$ cat src/hw/rtl/didm_pkg.sv
// ----------------------------------------------------------------------------
// didm_pkg
// Shared types and constants of the discrete input debounce monitor.
// ----------------------------------------------------------------------------
package didm_pkg;

   localparam logic       REQ_PACKET     = 1'b0;
   localparam logic       REQ_TICK       = 1'b1;
   localparam logic [7:0] MIN_PACKET_LEN = 8'd21;
   localparam logic [3:0] DATA_KIND      = 4'd2;
   localparam logic [23:0] ELAPSED_MAX   = 24'hFFFFFF;

   localparam logic [7:0] CSR_DEBOUNCE   = 8'd0;
   localparam logic [7:0] CSR_RESP_TMO   = 8'd1;
   localparam logic [7:0] CSR_ERR_TMO    = 8'd2;
   localparam logic [7:0] CSR_ENABLE     = 8'd3;

   localparam logic [15:0] DEBOUNCE_RESET = 16'd0;
   localparam logic [23:0] RESP_TMO_RESET = 24'd10000;
   localparam logic [23:0] ERR_TMO_RESET  = 24'd30000;

   localparam int CMD_DEPTH = 2;
   localparam int RSP_DEPTH = 2;

   typedef enum logic [2:0] {
      MODE_BEGIN   = 3'd0,
      MODE_STEP    = 3'd1,
      MODE_WAIT    = 3'd2,
      MODE_TIMEOUT = 3'd3,
      MODE_ERROR   = 3'd4
   } mode_type;

   typedef enum logic [1:0] {
      ERR_VALID   = 2'd0,
      ERR_INVALID = 2'd1,
      ERR_UNKNOWN = 2'd2
   } err_type;

   // classified request as handed from front to back
   typedef enum logic [2:0] {
      CMD_IGNORE  = 3'd0,
      CMD_CLEAR   = 3'd1,
      CMD_OVERLAP = 3'd2,
      CMD_DATA    = 3'd3,
      CMD_TICK    = 3'd4
   } cmd_type;

   typedef struct packed {
      logic [15:0] debounce_ms;
      logic [23:0] response_timeout_ms;
      logic [23:0] error_timeout_ms;
      logic [63:0] signal_enable_mask;
   } cfg_type;

   typedef struct packed {
      logic        publish_valid;
      logic [63:0] signal_states;
      logic        poll_request;
      err_type     error_code;
      logic        error_changed;
      mode_type    mode;
   } rsp_type;

endpackage

$ cat src/hw/rtl/discrete_input_debounce_monitor.sv
// ----------------------------------------------------------------------------
// discrete_input_debounce_monitor
// Debounce and supervision of a double-coded telesignal source.
// ----------------------------------------------------------------------------
// Takes one request (packet or 1 ms tick) per clock while full is low, and
// returns exactly one result per request, in order. A request is classified
// in the front end on the cycle it is pushed and waits in a two-entry queue;
// the mode sequencer handles one request per cycle unless the result queue
// is full, and its result is registered in the result queue before it can be
// popped. Full rises only while the result queue (two entries) backs up.
// Configuration writes are always taken (csr_ready is tied high) and must be
// made while the block is idle.
// ----------------------------------------------------------------------------
module discrete_input_debounce_monitor
   import didm_pkg::*;
#(
   parameter int SIGNALS = 64
) (
   input  logic        clock,
   input  logic        reset,

   input  logic        push,
   output logic        full,
   input  logic        req_type,
   input  logic [7:0]  req_packet_length,
   input  logic [3:0]  req_packet_kind,
   input  logic [63:0] req_inverse_bits,
   input  logic [63:0] req_direct_bits,

   output logic        empty,
   input  logic        pop,
   output logic        rsp_publish_valid,
   output logic [63:0] rsp_signal_states,
   output logic        rsp_poll_request,
   output logic [1:0]  rsp_error_code,
   output logic        rsp_error_changed,
   output logic [2:0]  rsp_mode,

   input  logic        csr_valid,
   output logic        csr_ready,
   input  logic [7:0]  csr_index,
   input  logic [63:0] csr_data
);

   localparam int CMD_W   = $bits(cmd_type);
   localparam int CQ_W    = CMD_W + SIGNALS;
   localparam int RSP_W   = $bits(rsp_type);

   cfg_type            cfg_ff, cfg_in;
   cmd_type            fe_kind;
   logic [SIGNALS-1:0] fe_dir;
   logic [CQ_W-1:0]    cq_rd_data;
   logic               cq_empty;
   logic               cq_pop;
   cmd_type            be_kind;
   logic [SIGNALS-1:0] be_dir;
   logic               rq_full;
   logic               rq_push;
   rsp_type            be_rsp;
   logic [RSP_W-1:0]   rq_rd_data;
   rsp_type            out_rsp;

   // configuration registers
   assign csr_ready = 1'b1;

   always_comb begin
      cfg_in = cfg_ff;
      if (csr_valid) begin
         case (csr_index)
            CSR_DEBOUNCE: cfg_in.debounce_ms         = csr_data[15:0];
            CSR_RESP_TMO: cfg_in.response_timeout_ms = csr_data[23:0];
            CSR_ERR_TMO:  cfg_in.error_timeout_ms    = csr_data[23:0];
            CSR_ENABLE:   cfg_in.signal_enable_mask  = csr_data;
            default:      cfg_in = cfg_ff;
         endcase
      end
   end

   always_ff @(posedge clock) begin
      if (reset) begin
         cfg_ff.debounce_ms         <= DEBOUNCE_RESET;
         cfg_ff.response_timeout_ms <= RESP_TMO_RESET;
         cfg_ff.error_timeout_ms    <= ERR_TMO_RESET;
         cfg_ff.signal_enable_mask  <= '0;
      end else begin
         cfg_ff <= cfg_in;
      end
   end

   didm_front #(
      .SIGNALS (SIGNALS)
   ) u_front (
      .req_type          (req_type),
      .req_packet_length (req_packet_length),
      .req_packet_kind   (req_packet_kind),
      .req_inverse_bits  (req_inverse_bits),
      .req_direct_bits   (req_direct_bits),
      .cmd_kind          (fe_kind),
      .cmd_dir           (fe_dir)
   );

   didm_fifo #(
      .WIDTH (CQ_W),
      .DEPTH (CMD_DEPTH)
   ) u_cmd_queue (
      .clock   (clock),
      .reset   (reset),
      .wr_en   (push),
      .wr_data ({fe_kind, fe_dir}),
      .full    (full),
      .rd_en   (cq_pop),
      .rd_data (cq_rd_data),
      .empty   (cq_empty)
   );

   assign be_kind = cmd_type'(cq_rd_data[SIGNALS +: CMD_W]);
   assign be_dir  = cq_rd_data[SIGNALS-1:0];

   didm_back #(
      .SIGNALS (SIGNALS)
   ) u_back (
      .clock     (clock),
      .reset     (reset),
      .cfg       (cfg_ff),
      .cmd_valid (!cq_empty),
      .cmd_kind  (be_kind),
      .cmd_dir   (be_dir),
      .cmd_pop   (cq_pop),
      .rsp_full  (rq_full),
      .rsp_push  (rq_push),
      .rsp       (be_rsp)
   );

   didm_fifo #(
      .WIDTH (RSP_W),
      .DEPTH (RSP_DEPTH)
   ) u_rsp_queue (
      .clock   (clock),
      .reset   (reset),
      .wr_en   (rq_push),
      .wr_data (be_rsp),
      .full    (rq_full),
      .rd_en   (pop),
      .rd_data (rq_rd_data),
      .empty   (empty)
   );

   assign out_rsp           = rsp_type'(rq_rd_data);
   assign rsp_publish_valid = out_rsp.publish_valid;
   assign rsp_signal_states = out_rsp.signal_states;
   assign rsp_poll_request  = out_rsp.poll_request;
   assign rsp_error_code    = out_rsp.error_code;
   assign rsp_error_changed = out_rsp.error_changed;
   assign rsp_mode          = out_rsp.mode;

endmodule

$ cat src/hw/rtl/didm_fifo.sv
// ----------------------------------------------------------------------------
// didm_fifo
// Small register queue with push/full and pop/empty sides.
// ----------------------------------------------------------------------------
module didm_fifo
   import didm_pkg::*;
#(
   parameter int WIDTH = 8,
   parameter int DEPTH = 2
) (
   input  logic             clock,
   input  logic             reset,
   input  logic             wr_en,
   input  logic [WIDTH-1:0] wr_data,
   output logic             full,
   input  logic             rd_en,
   output logic [WIDTH-1:0] rd_data,
   output logic             empty
);

   localparam int PTR_W = (DEPTH > 1) ? $clog2(DEPTH) : 1;
   localparam int CNT_W = $clog2(DEPTH + 1);

   logic [WIDTH-1:0] mem_ff [DEPTH];
   logic [PTR_W-1:0] wr_ptr_ff, wr_ptr_in;
   logic [PTR_W-1:0] rd_ptr_ff, rd_ptr_in;
   logic [CNT_W-1:0] count_ff, count_in;
   logic             do_wr, do_rd;

   assign full    = (count_ff == CNT_W'(DEPTH));
   assign empty   = (count_ff == '0);
   assign do_wr   = wr_en && !full;
   assign do_rd   = rd_en && !empty;
   assign rd_data = mem_ff[rd_ptr_ff];

   always_comb begin
      wr_ptr_in = wr_ptr_ff;
      rd_ptr_in = rd_ptr_ff;
      count_in  = count_ff;
      if (do_wr) begin
         wr_ptr_in = (wr_ptr_ff == PTR_W'(DEPTH - 1)) ? '0 : wr_ptr_ff + PTR_W'(1);
      end
      if (do_rd) begin
         rd_ptr_in = (rd_ptr_ff == PTR_W'(DEPTH - 1)) ? '0 : rd_ptr_ff + PTR_W'(1);
      end
      if (do_wr && !do_rd) begin
         count_in = count_ff + CNT_W'(1);
      end else if (do_rd && !do_wr) begin
         count_in = count_ff - CNT_W'(1);
      end
   end

   always_ff @(posedge clock) begin
      if (reset) begin
         wr_ptr_ff <= '0;
         rd_ptr_ff <= '0;
         count_ff  <= '0;
      end else begin
         wr_ptr_ff <= wr_ptr_in;
         rd_ptr_ff <= rd_ptr_in;
         count_ff  <= count_in;
      end
   end

   always_ff @(posedge clock) begin
      if (do_wr) begin
         mem_ff[wr_ptr_ff] <= wr_data;
      end
   end

endmodule

$ cat src/hw/rtl/didm_front.sv
// ----------------------------------------------------------------------------
// didm_front
// Classifies an incoming request: tick, short packet, wrong kind, code
// overlap or good data packet. Keeps only the existing signal bits.
// ----------------------------------------------------------------------------
module didm_front
   import didm_pkg::*;
#(
   parameter int SIGNALS = 64
) (
   input  logic               req_type,
   input  logic [7:0]         req_packet_length,
   input  logic [3:0]         req_packet_kind,
   input  logic [63:0]        req_inverse_bits,
   input  logic [63:0]        req_direct_bits,
   output cmd_type            cmd_kind,
   output logic [SIGNALS-1:0] cmd_dir
);

   logic [SIGNALS-1:0] inv;

   assign inv     = req_inverse_bits[63 -: SIGNALS];
   assign cmd_dir = req_direct_bits[63 -: SIGNALS];

   always_comb begin
      if (req_type == REQ_TICK) begin
         cmd_kind = CMD_TICK;
      end else if (req_packet_length < MIN_PACKET_LEN) begin
         cmd_kind = CMD_IGNORE;
      end else if (req_packet_kind != DATA_KIND) begin
         cmd_kind = CMD_CLEAR;
      end else if ((inv & cmd_dir) != '0) begin
         cmd_kind = CMD_OVERLAP;
      end else begin
         cmd_kind = CMD_DATA;
      end
   end

endmodule

$ cat src/hw/rtl/didm_back.sv
// ----------------------------------------------------------------------------
// didm_back
// Mode sequencer: debounce, response and error timeouts, publication of
// the masked signal states and the elapsed-time counter.
// ----------------------------------------------------------------------------
module didm_back
   import didm_pkg::*;
#(
   parameter int SIGNALS = 64
) (
   input  logic               clock,
   input  logic               reset,
   input  cfg_type            cfg,
   input  logic               cmd_valid,
   input  cmd_type            cmd_kind,
   input  logic [SIGNALS-1:0] cmd_dir,
   output logic               cmd_pop,
   input  logic               rsp_full,
   output logic               rsp_push,
   output rsp_type            rsp
);

   localparam int SIG_SHIFT = 64 - SIGNALS;

   mode_type           mode_ff, mode_in;
   err_type            error_ff, error_in;
   logic [SIGNALS-1:0] pending_ff, pending_in;
   logic [SIGNALS-1:0] published_ff, published_in;
   logic [23:0]        elapsed_ff, elapsed_in;
   logic [23:0]        elapsed_tick;
   logic               step;
   logic               differ;
   logic               ge_resp, ge_deb, ge_err;
   logic               publish;
   logic               poll;
   logic               err_set;
   err_type            err_val;
   logic [63:0]        pub_wide;

   assign step     = cmd_valid && !rsp_full;
   assign cmd_pop  = step;
   assign rsp_push = step;

   assign elapsed_tick = (elapsed_ff == ELAPSED_MAX) ? elapsed_ff : elapsed_ff + 24'd1;
   assign ge_resp      = (elapsed_tick >= cfg.response_timeout_ms);
   assign ge_err       = (elapsed_tick >= cfg.error_timeout_ms);
   assign ge_deb       = (elapsed_tick >= {8'd0, cfg.debounce_ms});
   assign differ       = (published_ff != cmd_dir);

   // next mode
   always_comb begin
      mode_in = mode_ff;
      case (cmd_kind)
         CMD_OVERLAP: begin
            mode_in = MODE_ERROR;
         end
         CMD_DATA: begin
            case (mode_ff)
               MODE_WAIT:    mode_in = MODE_WAIT;
               MODE_TIMEOUT: mode_in = MODE_STEP;
               MODE_STEP: begin
                  if (differ && cfg.debounce_ms != 16'd0) begin
                     mode_in = MODE_WAIT;
                  end
               end
               default:      mode_in = MODE_STEP;
            endcase
         end
         CMD_TICK: begin
            case (mode_ff)
               MODE_STEP: begin
                  if (ge_resp) begin
                     mode_in = MODE_TIMEOUT;
                  end
               end
               MODE_WAIT: begin
                  if (ge_deb) begin
                     mode_in = MODE_STEP;
                  end
               end
               MODE_TIMEOUT: begin
                  if (ge_err) begin
                     mode_in = MODE_ERROR;
                  end
               end
               MODE_ERROR:   mode_in = MODE_ERROR;
               default:      mode_in = MODE_STEP;
            endcase
         end
         default: begin
            mode_in = mode_ff;
         end
      endcase
   end

   // datapath and result flags
   always_comb begin
      elapsed_in = elapsed_ff;
      pending_in = pending_ff;
      publish    = 1'b0;
      poll       = 1'b0;
      err_set    = 1'b0;
      err_val    = ERR_VALID;
      case (cmd_kind)
         CMD_CLEAR: begin
            elapsed_in = '0;
         end
         CMD_OVERLAP: begin
            elapsed_in = '0;
            err_set    = 1'b1;
            err_val    = ERR_INVALID;
         end
         CMD_DATA: begin
            elapsed_in = '0;
            case (mode_ff)
               MODE_WAIT: begin
                  pending_in = cmd_dir;
               end
               MODE_TIMEOUT: begin
                  if (differ) begin
                     pending_in = cmd_dir;
                     publish    = 1'b1;
                  end
                  err_set = 1'b1;
               end
               MODE_STEP: begin
                  if (differ) begin
                     pending_in = cmd_dir;
                     publish    = (cfg.debounce_ms == 16'd0);
                  end
               end
               default: begin
                  pending_in = cmd_dir;
                  publish    = 1'b1;
                  err_set    = 1'b1;
               end
            endcase
         end
         CMD_TICK: begin
            elapsed_in = elapsed_tick;
            case (mode_ff)
               MODE_STEP: begin
                  poll = ge_resp;
               end
               MODE_WAIT: begin
                  if (ge_deb) begin
                     publish = 1'b1;
                     err_set = 1'b1;
                  end
               end
               MODE_TIMEOUT: begin
                  poll = 1'b1;
                  if (ge_err) begin
                     err_set = 1'b1;
                     err_val = ERR_INVALID;
                  end
               end
               MODE_ERROR: begin
                  poll = 1'b1;
               end
               default: begin
                  poll = 1'b0;
               end
            endcase
         end
         default: begin
            elapsed_in = elapsed_ff;
         end
      endcase
   end

   assign published_in = publish ? pending_in : published_ff;
   assign error_in     = err_set ? err_val : error_ff;
   assign pub_wide     = 64'(published_in) << SIG_SHIFT;

   always_comb begin
      rsp.publish_valid = publish;
      rsp.signal_states = publish ? (pub_wide & cfg.signal_enable_mask) : 64'd0;
      rsp.poll_request  = poll;
      rsp.error_code    = error_in;
      rsp.error_changed = err_set && (err_val != error_ff);
      rsp.mode          = mode_in;
   end

   always_ff @(posedge clock) begin
      if (reset) begin
         mode_ff      <= MODE_BEGIN;
         error_ff     <= ERR_UNKNOWN;
         pending_ff   <= '0;
         published_ff <= '0;
         elapsed_ff   <= '0;
      end else if (step) begin
         mode_ff      <= mode_in;
         error_ff     <= error_in;
         pending_ff   <= pending_in;
         published_ff <= published_in;
         elapsed_ff   <= elapsed_in;
      end
   end

endmodule

$ cat config.mk
export PLATFORM = sky130hd
export DESIGN_NAME = discrete_input_debounce_monitor
export DESIGN_NICKNAME = d
export VERILOG_FILES = /design/src/hw/rtl/didm_pkg.sv /design/src/hw/rtl/discrete_input_debounce_monitor.sv /design/src/hw/rtl/didm_fifo.sv /design/src/hw/rtl/didm_front.sv /design/src/hw/rtl/didm_back.sv
export SDC_FILE = /design/constraint.sdc
export NUM_CORES = 1
export LEC_CHECK = 0
export BUFFER_PORTS_ARGS = -buffer_cell sky130_fd_sc_hd__buf_2
export CAP_MARGIN = 20
export CORE_MARGIN = 2
export CORE_UTILIZATION = 40
export CTS_CLUSTER_DIAMETER = 60
export DETAILED_ROUTE_END_ITERATION = 6
export GPL_ROUTABILITY_DRIVEN = 0
export PLACE_DENSITY = 0.56
export SLEW_MARGIN = 20
export SYNTH_ARGS = -nofsm -noshare
export SYNTH_HDL_FRONTEND = slang
export SYNTH_HIERARCHICAL = 1
export SYNTH_SLANG_ARGS = --single-unit
$ cat constraint.sdc
create_clock -name clock -period 6.2 [get_ports clock]
set_input_delay 0.93 -clock clock [delete_from_list [all_inputs] [get_ports clock]]
set_output_delay 0.93 -clock clock [all_outputs]
set_load 0.01 [all_outputs]
After elaboration in Yosys (flattened, before gate mapping)
Memory sizes are Yosys's and may differ from the RTL's. A register that Yosys moved wholly into a read port is not among the register bits.
Cells that the tools add are included.
- bits in registers: 293
- bits in latches: 0
- bits in writable memories: 278
- ROM bits: 0
- output and inout port bits: 75
- word-level logic and storage cells: 136
- memories kept: 2
- add/subtract/negate cells: 9
- multipliers: 0
- divide/modulo/power cells: 0
- magnitude comparators: 4
- eq/ne operators: 17
- shift-type cells: 0
- multiplexer cells: 50
- bitwise gates (word level): 2
- reduce and logical (&&, ||, !) cells: 37
- memory list (memory ; words ; bits a word ; read ports ; clocked after memory_dff ; wr ports ; RTL line ; RTL):
    u_rsp_queue.mem_ff ; 2 ; 72 ; 1 ; 1 ; 1 ; didm_fifo.sv:24 ; logic [WIDTH-1:0] mem_ff [DEPTH];
    u_cmd_queue.mem_ff ; 2 ; 67 ; 1 ; 1 ; 1 ; didm_fifo.sv:24 ;
- operator list (operator ; count):
    two-way mux 64 bit ; 5
    AND 64 bit ; 2
    != test 64 bit ; 1
    nonzero test 64 bit ; 1
    >= comparator 24 bit ; 2
    case mux 24 bit (2 select lines) ; 1
    adder 24 x 1 -> 24 bit (second input constant) ; 1
    equality test 24 bit (second input constant) ; 1
    >= comparator 24 x 16 -> 1 bit ; 1
    two-way mux 24 bit ; 1
    two-way mux 1 bit ; 21
    two-way mux 3 bit ; 7
    equality test 8 x 2 -> 1 bit (second input constant) ; 2
    zero test 16 bit ; 1
    nonzero test 16 bit ; 1
    equality test 3 x 2 -> 1 bit (second input constant) ; 4
    two-way mux 2 bit ; 6
    case mux 3 bit (4 select lines) ; 1
    logical AND 1 bit ; 11
    AND reduction 2 bit ; 5
    case mux 3 bit (3 select lines) ; 1
    equality test 8 x 1 -> 1 bit (second input constant) ; 1
    zero test 1 bit ; 8
    zero test 8 bit ; 1
    other kinds (17) ; 33

Longest topological paths before layout
Gate-level depths: netlist (run 1).
- word-level depth: 9
- gate-level depth with buffers: 19

Modules after synthesis
The synthesis (run 1) kept the hierarchy.
- by module, submodules not included (module ; times used ; cells each ; area each (um^2)):
    didm_back ; 1 ; 1192 ; 10684.0
    discrete_input_debounce_monitor ; 1 ; 502 ; 5416.4
    didm_fifo at u_rsp_queue ; 1 ; 249 ; 5402.7
    didm_fifo at u_cmd_queue ; 1 ; 233 ; 5052.3
    didm_front ; 1 ; 109 ; 895.9

Worst setup path after synthesis (run 1)
Ideal clock, no wire load.
- kind: register to register
- start: register u_back.elapsed_ff[0]
- end: memory u_rsp_queue/mem_ff[0][71] (netlist bit) (data pin)
- setup time: 0.252 ns
- arrival: 4.215 ns
- data required time: 5.948 ns
- path slack: 1.733 ns
- stages on the path, launching flop included: 19
- cell sequence: dfxtp_1 -> ha_1 -> nand4_1 -> nor4_1 -> a2111oi_0 -> nand3_1 -> xnor2_1 -> ha_1 -> a21oi_1 -> nor2b_1 -> o21ai_0 -> nand2b_1 -> a2111oi_2 -> a21oi_1 -> nor2_1 -> buf_2 -> buf_2 -> inv_1 -> buf_4
- word-level cells in the longest chain between the ends: 6
- ends and longest elaborated chain (element ; RTL line ; RTL):
    start: declaration ; didm_back.sv:29 ; logic [23:0] elapsed_ff, elapsed_in;
    start signal: assignment ; didm_back.sv:197 ; elapsed_ff <= elapsed_in;
    adder 24 x 1 -> 24 bit / equality test 24 bit (equally long branches) ; didm_back.sv:44 ; assign elapsed_tick = (elapsed_ff == ELAPSED_MAX) ? elapsed_ff : elapsed_ff + 24'd1;
    two-way mux 24 bit (*) ; didm_back.sv:44 ;
    >= comparator 24 x 16 -> 1 bit (*) ; didm_back.sv:47 ; assign ge_deb = (elapsed_tick >= {8'd0, cfg.debounce_ms});
    two-way mux 1 bit (*) ; didm_back.sv:146 ; if (ge_deb) begin
    two-way mux 1 bit (*) ; didm_back.sv:141 ; case (mode_ff)
    case mux 1 bit (2 select lines) (*) ; didm_back.sv:104 ; case (cmd_kind)
    named net u_back.publish ; didm_back.sv:34 ; logic publish;
    end: declaration ; didm_fifo.sv:24 ;
The timed path passes the listed nets; every way through them passes the cells marked *.

Worst setup path in the final report (run 1)
- start: register u_back.elapsed_ff[0]
- end: register u_back.published_ff[11]
- word-level cells in the longest chain between the ends: 7
- ends and longest elaborated chain (element ; RTL line ; RTL):
    adder 24 x 1 -> 24 bit / equality test 24 bit (equally long branches) ; didm_back.sv:44 ;
    two-way mux 24 bit (*) ; didm_back.sv:44 ;
    >= comparator 24 x 16 -> 1 bit (*) ; didm_back.sv:47 ;
    two-way mux 1 bit (*) ; didm_back.sv:146 ;
    two-way mux 1 bit (*) ; didm_back.sv:141 ;
    case mux 1 bit (2 select lines) (*) ; didm_back.sv:104 ;
    two-way mux 64 bit (*) ; didm_back.sv:172 ; assign published_in = publish ? pending_in : published_ff;
    end signal: assignment ; didm_back.sv:196 ; published_ff <= published_in;
    end: declaration ; didm_back.sv:28 ; logic [SIGNALS-1:0] published_ff, published_in;
Mark *: on every way between the ends. The rest lies on a longest branch, timed or not.
A chain may end at the register's enable or synchronous reset.

==> out/qor.csv, run 1 <==
stage;metric;value;unit
die;die_area;0.0707;mm^2
detailed_routing;viasPerCell;5.28;
clocking;clk_pin_slew;60;ps
logic_synthesis;synth_commonest_cells;dfxtp_1 (295), edfxtp_1 (278), mux2i_1 (257);
sta;clock_skew;34.4;ps
logic_synthesis;synth_top_area_frac;0.304;
grt;overflow;0;
logic_synthesis;synth_edf_count;278;
grt;grt_usage;0.203;
min_path;hold_path.class;reg -> reg;
clocking;ctsResizeCount;0;
logic_synthesis;yosysSeqAreaShare;0.519;
detailed_routing;drt_iter0_markers;1112;
clocking;htree_levels;3;
grt;grt_max_degree;156;
logic_synthesis;synth_area_leaders;edfxtp_1 (30%), dfxtp_1 (22%), mux2i_1 (9.4%);
sta;tns;0;ps
sta;slew_violations;0;
detailed_routing;drtAntennaViolNets;0;
clocking;clk_latency;620;ps
logic_synthesis;synth.distinct_cells;78;
sta;setup_viol;0;
sta;slew-limit-headroom;0.290;
clocking;root_buffer;clkbuf_16;
die;core_area;0.0682;mm^2
critical_path;start_kind;register;
grt;grt_antenna_before_repair;2;
critical_path;cp.arrival;5790;ps
sta;finalCriticalPeriod;5290;ps
sta;rsz0062_at_grt;false;
cells_and_area;area_growth;13.8;%
cells_and_area;multi_input_area;0.0117;mm^2
critical_path;crit_required;6710;ps
clocking;cts_made_buffers;67;
clocking;postCtsSetupBuffers;0;
sta;period_share;0.853;
logic_synthesis;synth_nets;2568;
cells_and_area;drive_gt1_frac;0.255;
cells_and_area;nets;2760;
power;p_per_area;379;mW/mm^2
detailed_routing;dr.pass1.iters;5;
logic_synthesis;ys_seq_elements;573;
place;portBuffers;291;
power;peakVddDrop;0.000235;V
cells_and_area;fillerInstances;6231;
logic_synthesis;async_flop_share;0;
critical_path;cp-end-kind;register;
cells_and_area;seq_area;0.0143;mm^2
logic_synthesis;synth_flop_cell;dfxtp_1;
cells_and_area;num_antenna_cells;0;
clocking;ctsHoldBuffers;0;
grt;grt_pass1_vias;18000;
place;dp_cells;3289;
clocking;clock_path_buffers;3;
status;outcome;complete, no violations;
detailed_routing;wl_per_cell;21.4;um
logic_synthesis;synth_cells;2285;
die;die_h;266;um
logic_synthesis;post-synth-top-count-cell;dfxtp_1;
place;post-dp-hpwl;51100;um
die;io_pins;293;
die;start_util;0.402;
cells_and_area;stdcell_count;3412;
clocking;cts_sinks;573;
die;rows;96;
power;p_leak;11.9;nW
critical_path;worstSetupPathType;reg -> reg;
sta;fmax;189;MHz
flow_run;maxCapViolCount;0;
detailed_routing;num_vias;18000;
detailed_routing;totalWireLength;73000;um
clocking;cts_tree;yes;
logic_synthesis;synth_top_area_cell;edfxtp_1;
logic_synthesis;ys_warn_count;6;
grt;grt_pass1_wl;110000;um
logic_synthesis;syn_avg_cell_area;12.0;um^2
sta;hold_viol_final;0;
power;power;11.8;mW
die;die_w;266;um
detailed_routing;drc;0;
critical_path;critical_path.max_fanout;29;
sta;worst_slew_pin_slew;1070;ps
logic_synthesis;syn-cell-area;0.0275;mm^2
## stage by stage
step / instance area, um^2 / worst slack (ps) / hold slack, ps / utilization
after floorplan: 27500 / 1730 / 447 / -
after global placement: 29000 / 952 / 457 / 0.426
after detailed placement: 29000 / 958 / 463 / 0.426
after CTS: 31200 / 935 / 474 / 0.457
after global routing: 31200 / 465 / 495 / 0.458
final: 31200 / 913 / 470 / 0.458
## per-layer routing
layer / part of all wire / vias to the layer above / global-route usage
met1: 0.47 / 8896 / 0.286
met3: 0.045 / 89 / 0.0284
met2: 0.46 / 441 / 0.324
met5: 0 / - / 0
li1: - / 8599 / -
met4: 0.025 / 0 / 0.0657
## power by group
| group | switching (mW) | internal, mW |
|---|---|---|
| clock network | 1.63 | 2.22 |
| registers | 0.268 | 4.62 |
| logic | 1.85 | 1.26 |
## critical path: stages (launching register included)
cell and delay (ps):
dfxtp_1 350, ha_1 280, nand4_1 210, nor4_1 70, buf_4 160, a21oi_1 300, nor2b_1 420, nand3_1 160
xnor2_1 390, ha_1 330, a21o_1 180, a21o_1 170, a211oi_1 240, o22ai_1 130, a2111oi_2 520, a211o_2 290
nand2_4 290, buf_4 360, a211oi_1 270
## flip-flops by register name, summed over array words and instances (netlist names), named ones only
name,count
u_cmd_queue/rd_ptr_ff,1
u_rsp_queue/count_ff,2
u_back/published_ff,64
u_rsp_queue/wr_ptr_ff,1
u_cmd_queue/wr_ptr_ff,1
cfg_ff,128
u_rsp_queue/mem_ff,144
u_rsp_queue/rd_ptr_ff,1
u_back/elapsed_ff,24
u_back/error_ff,2
u_cmd_queue/count_ff,2
u_cmd_queue/mem_ff,134
u_back/pending_ff,64
u_back/mode_ff,3
## path summary, 6_finish.rpt
check | slack (ps) | startpoint | endpoint | cells after the start
max | 910 | u_back/elapsed_ff[0] | u_back/published_ff[11] | 18
min | 470 | cfg_ff[51] | cfg_ff[51] | 2
max reg2reg | 910 | u_back/elapsed_ff[0] | u_back/published_ff[11] | 18
min reg2reg | 470 | cfg_ff[51] | cfg_ff[51] | 2
## logic make-up (layout without fill, tap and decap cells)
logic type,Yosys count,count (layout),share of synthesized area
other cells,1,1,0.000137
mux,398,398,0.152
compound gates,250,250,0.0755
flops,573,573,0.519
simple gates,635,635,0.137
xor+xnor,92,92,0.0299
fa+ha+maj,65,65,0.0296
buf+inv,271,516,0.0571
## area by class of cell
| class | instances | share of cell area |
|---|---|---|
| Clock buffer | 93 | 0.0597 |
| Clock inverter | 29 | 0.00945 |
| Inverter | 72 | 0.00869 |
| Multi-Input combinational cell | 1441 | 0.374 |
| Sequential cell | 573 | 0.456 |
| Tap cell | 882 | 0.0353 |
| Timing Repair Buffer | 322 | 0.0566 |
## placed cells by master (no fill, tap or decap), types with 5 or more instances in the layout
| master | count |
|---|---|
| dfxtp_1 | 293 |
| buf_2 | 290 |
| edfxtp_1 | 278 |
| mux2i_1 | 257 |
| nand2b_1 | 187 |
| nor2_1 | 151 |
| mux2_2 | 141 |
| xor2_1 | 78 |
| inv_1 | 70 |
| clkbuf_16 | 68 |
| nor3b_1 | 65 |
| ha_1 | 65 |
| and3b_1 | 64 |
| a211oi_2 | 50 |
| a21oi_1 | 43 |
| nand2_1 | 36 |
| o21ai_0 | 30 |
| buf_4 | 26 |
| nor4_1 | 26 |
| a211oi_1 | 25 |
| nand4_1 | 22 |
| nand3_1 | 22 |
| clkbuf_1 | 18 |
| a22o_1 | 17 |
| xnor2_1 | 13 |
| a22oi_1 | 13 |
| a21o_1 | 12 |
| clkinv_2 | 11 |
| nor3_1 | 9 |
| and3_1 | 9 |
| a221oi_1 | 9 |
| a221oi_2 | 8 |
| clkbuf_8 | 7 |
| nor2b_1 | 6 |
| and2_1 | 6 |
| or3_1 | 6 |
| o21a_1 | 5 |
| a31oi_1 | 5 |
No activity file was read; power rests on OpenSTA's default activity.
==> run 2, diff against run 1 <==
--- a/config.mk
+++ b/config.mk
@@ -5,6 +5,7 @@
 export SDC_FILE = /design/constraint.sdc
 export NUM_CORES = 1
 export LEC_CHECK = 0
+export ABC_AREA = 1
 export BUFFER_PORTS_ARGS = -buffer_cell sky130_fd_sc_hd__buf_2
 export CAP_MARGIN = 20
 export CORE_MARGIN = 2
==> run 2 against run 1 <==
Against the previous run:
- cell count rose by 28%
- critical path depth rose by 5
- maximum frequency rose by 12%
- via count rose by 16%
- wire length rose by 1.9%
- final area rose by 1.9%
- clock power rose by 2%
- synthesized cell count rose by 40%
- global-route usage rose by 0.13 points
- non-clock buffer count fell by 2
- synthesized area rose by 2.4%
- worst hold slack got worse by 12 ps
- critical path type unchanged
- highest routed layer unchanged
==> out/qor.csv, run 2 <==
stage;metric;value;unit
power;pwr-share-comb;0.290;
cells_and_area;drive_gt1_frac;0.173;
logic_synthesis;synth_top_area_frac;0.297;
cells_and_area;top_register;u_rsp_queue/mem_ff;
power;p_per_area;398;mW/mm^2
place;post-dp-hpwl;52400;um
place;placed_area;0.0297;mm^2
grt;grt_pass1_wl;113000;um
power;p_leak;14.0;nW
sta;timing.hold.ws;458;ps
clocking;ctsResizeCount;0;
critical_path;crit_path_frequent_cell;nand2_1;
flow_run;maxCapViolCount;0;
cells_and_area;largest_reg_flops;144;
logic_synthesis;synth_commonest_cells;nand2_1 (594), nor2_1 (423), inv_1 (401);
logic_synthesis;post-synth-top-count-cell;nand2_1;
logic_synthesis;yosysSeqAreaShare;0.507;
grt;grt_max_degree;91;
die;die_h;269;um
sta;slew_violations;0;
sta;fmax;212;MHz
clocking;root_buffer;clkbuf_16;
cells_and_area;layout_commonest_cell;nand2_1;
detailed_routing;drtAntennaViolNets;0;
die;start_util;0.403;
die;rows;97;
detailed_routing;drt_iter0_markers;1603;
clocking;cts_made_buffers;67;
sta;hold_viol_final;0;
clocking;ctsHoldBuffers;0;
die;core_area;0.0698;mm^2
clocking;htree_levels;3;
critical_path;crit_required;6520;ps
critical_path;critical_path.max_fanout;27;
logic_synthesis;syn-cell-area;0.0281;mm^2
logic_synthesis;syn_avg_cell_area;8.79;um^2
place;portBuffers;291;
critical_path;cp-end-kind;register;
clocking;clk_pin_slew;60;ps
sta;rsz0062_at_grt;false;
cells_and_area;nets;3650;
detailed_routing;dr.pass1.iters;5;
logic_synthesis;synth_flop_cell;dfxtp_1;
die;io_pins;293;
critical_path;cp_slowest_stage_delay;430;ps
critical_path;start_kind;register;
detailed_routing;viasPerCell;4.80;
sta;tns;0;ps
grt;overflow;0;
clocking;clock_path_buffers;3;
critical_path;worstPathCellList;ha_1 -> inv_2 -> nor2_4 -> nand2_2 -> inv_1 -> nand2_1 -> nor3_1 -> nand2_1 -> nand2_1 -> nor3b_2 -> nand4_1 -> nor3_1 -> xor2_1 -> ha_1 -> a21oi_1 -> o221ai_1 -> nor2_2 -> nand3b_4 -> nand2_2 -> nand2_4 -> inv_2 -> buf_4 -> nor2_1;
critical_path;crit_slowest_cell;buf_4;
clocking;postCtsSetupBuffers;0;
power;internal_power;8.49;mW
clocking;clk_latency;610;ps
cells_and_area;num_antenna_cells;0;
min_path;hold_path.class;reg -> reg;
power;p_switching;4.19;mW
power;clkPwrFrac;0.309;
sta;setup_viol;0;
detailed_routing;totalWireLength;74400;um
grt;grt_antenna_before_repair;0;
die;die_area;0.0724;mm^2
critical_path;cp.arrival;5040;ps
logic_synthesis;synth_cells;3197;
sta;period_share;0.761;
logic_synthesis;synth_nets;3480;
sta;clock_skew;22.7;ps
grt;grt_usage;0.205;
cells_and_area;layout_common_cells;nand2_1 (594), nor2_1 (417), inv_1 (399);
sta;worst_slew_pin_slew;1090;ps
logic_synthesis;ys_seq_elements;573;
power;p_sw_frac;0.330;
sta;slew-limit-headroom;0.276;
detailed_routing;drc;0;
logic_synthesis;ys_warn_count;6;
logic_synthesis;synth_area_leaders;edfxtp_1 (30%), dfxtp_1 (21%), nand2_1 (7.9%);
clocking;cts_tree;yes;
critical_path;worstSetupPathType;reg -> reg;
grt;grt_pass1_vias;19400;
cells_and_area;reg_top3;u_rsp_queue/mem_ff x144, u_cmd_queue/mem_ff x134, cfg_ff x128;
cells_and_area;stdcell_area;0.0319;mm^2
logic_synthesis;synth_top_area_cell;edfxtp_1;
sta;finalCriticalPeriod;4720;ps
logic_synthesis;synth_edf_count;278;
cells_and_area;area_growth;13.4;%
detailed_routing;wl_per_cell;17.1;um
logic_synthesis;async_flop_share;0;
power;peakVddDrop;0.000288;V
clocking;cts_sinks;573;
die;die_w;269;um
detailed_routing;num_vias;20900;
status;outcome;complete, no violations;
logic_synthesis;synth.distinct_cells;47;
power;power_frac_seq;0.401;
run 2: cell count changes after synthesis, sizes merged, moves of 72 or more:
cell    delta
a211oi    -72
a21oi    +200
inv      +334
mux2i    -257
nand2    +562
nand2b   -187
nand3    +149
nor2     +277
o21ai    +184
run 2: worst paths after layout:
check | to | from | slack [ps] | depth (start not counted)
setup / recovery | u_rsp_queue/mem_ff[1][66] | u_back/elapsed_ff[0] | 1480 | 23
hold / removal | cfg_ff[101] | cfg_ff[101] | 460 | 2
setup reg to reg | u_rsp_queue/mem_ff[1][66] | u_back/elapsed_ff[0] | 1480 | 23
hold reg to reg | cfg_ff[101] | cfg_ff[101] | 460 | 2
run 2: cell type report:
class / count / area [um^2]
fillers: 6854 / 37900
multi-input cells: 1998 / 10900
repair buffers: 320 / 1730
clock buffers: 96 / 1920
flip-flops and latches: 573 / 14300
clock inverters: 28 / 280
inverters: 407 / 1540
well taps: 940 / 1180
run 2: cell families after synthesis:
family,Yosys count,synth area share
AOI/OAI and AO/OA,470,0.0851
xor gates and xnor gates,73,0.0228
adders and majority gates,65,0.0289
buffers and inverters,626,0.105
DFF,573,0.507
muxes,139,0.0691
other,1,0.000133
and+or+nand+nor,1250,0.182
run 2: worst max-delay path: cells and delay by family, from the launching register on:
family	cells	cell delay, ps
adders and majority gates	2	610
DFF	1	360
and+or+nand+nor	14	1820
xor gates and xnor gates	1	340
buffers and inverters	4	960
AOI/OAI and AO/OA	2	310
run 2: power by group through the flow:
stage / clock network (mW) / registers, mW / logic (mW)
2_1_floorplan: 0 / 5.04 / 2.73
3_3_place_gp: 0 / 5.15 / 3.69
3_5_place_dp: 0 / 5.17 / 3.70
4_1_cts: 4.01 / 5.09 / 3.72
5_1_grt: 4.17 / 5.15 / 4.10
6_report: 3.92 / 5.08 / 3.67
run 2: through the flow:
step                power (mW)  setup WS [ps]  std cells   util
finish                    12.7           1480       4362  0.456
detailed placement        8.87           1490       4238  0.425
floorplan                 7.77           1690       3197      -
CTS                       12.8           1460       4362  0.456
global placement          8.84           1570       4238  0.425
global route              13.4            958       4362  0.456
run 2: layer usage:
metal	part of all wire	vias to the layer above	track usage
met5	0	-	0
met4	0.028	0	0.0652
met3	0.052	103	0.0298
met2	0.46	517	0.336
met1	0.46	9677	0.278
li1	-	10700	-
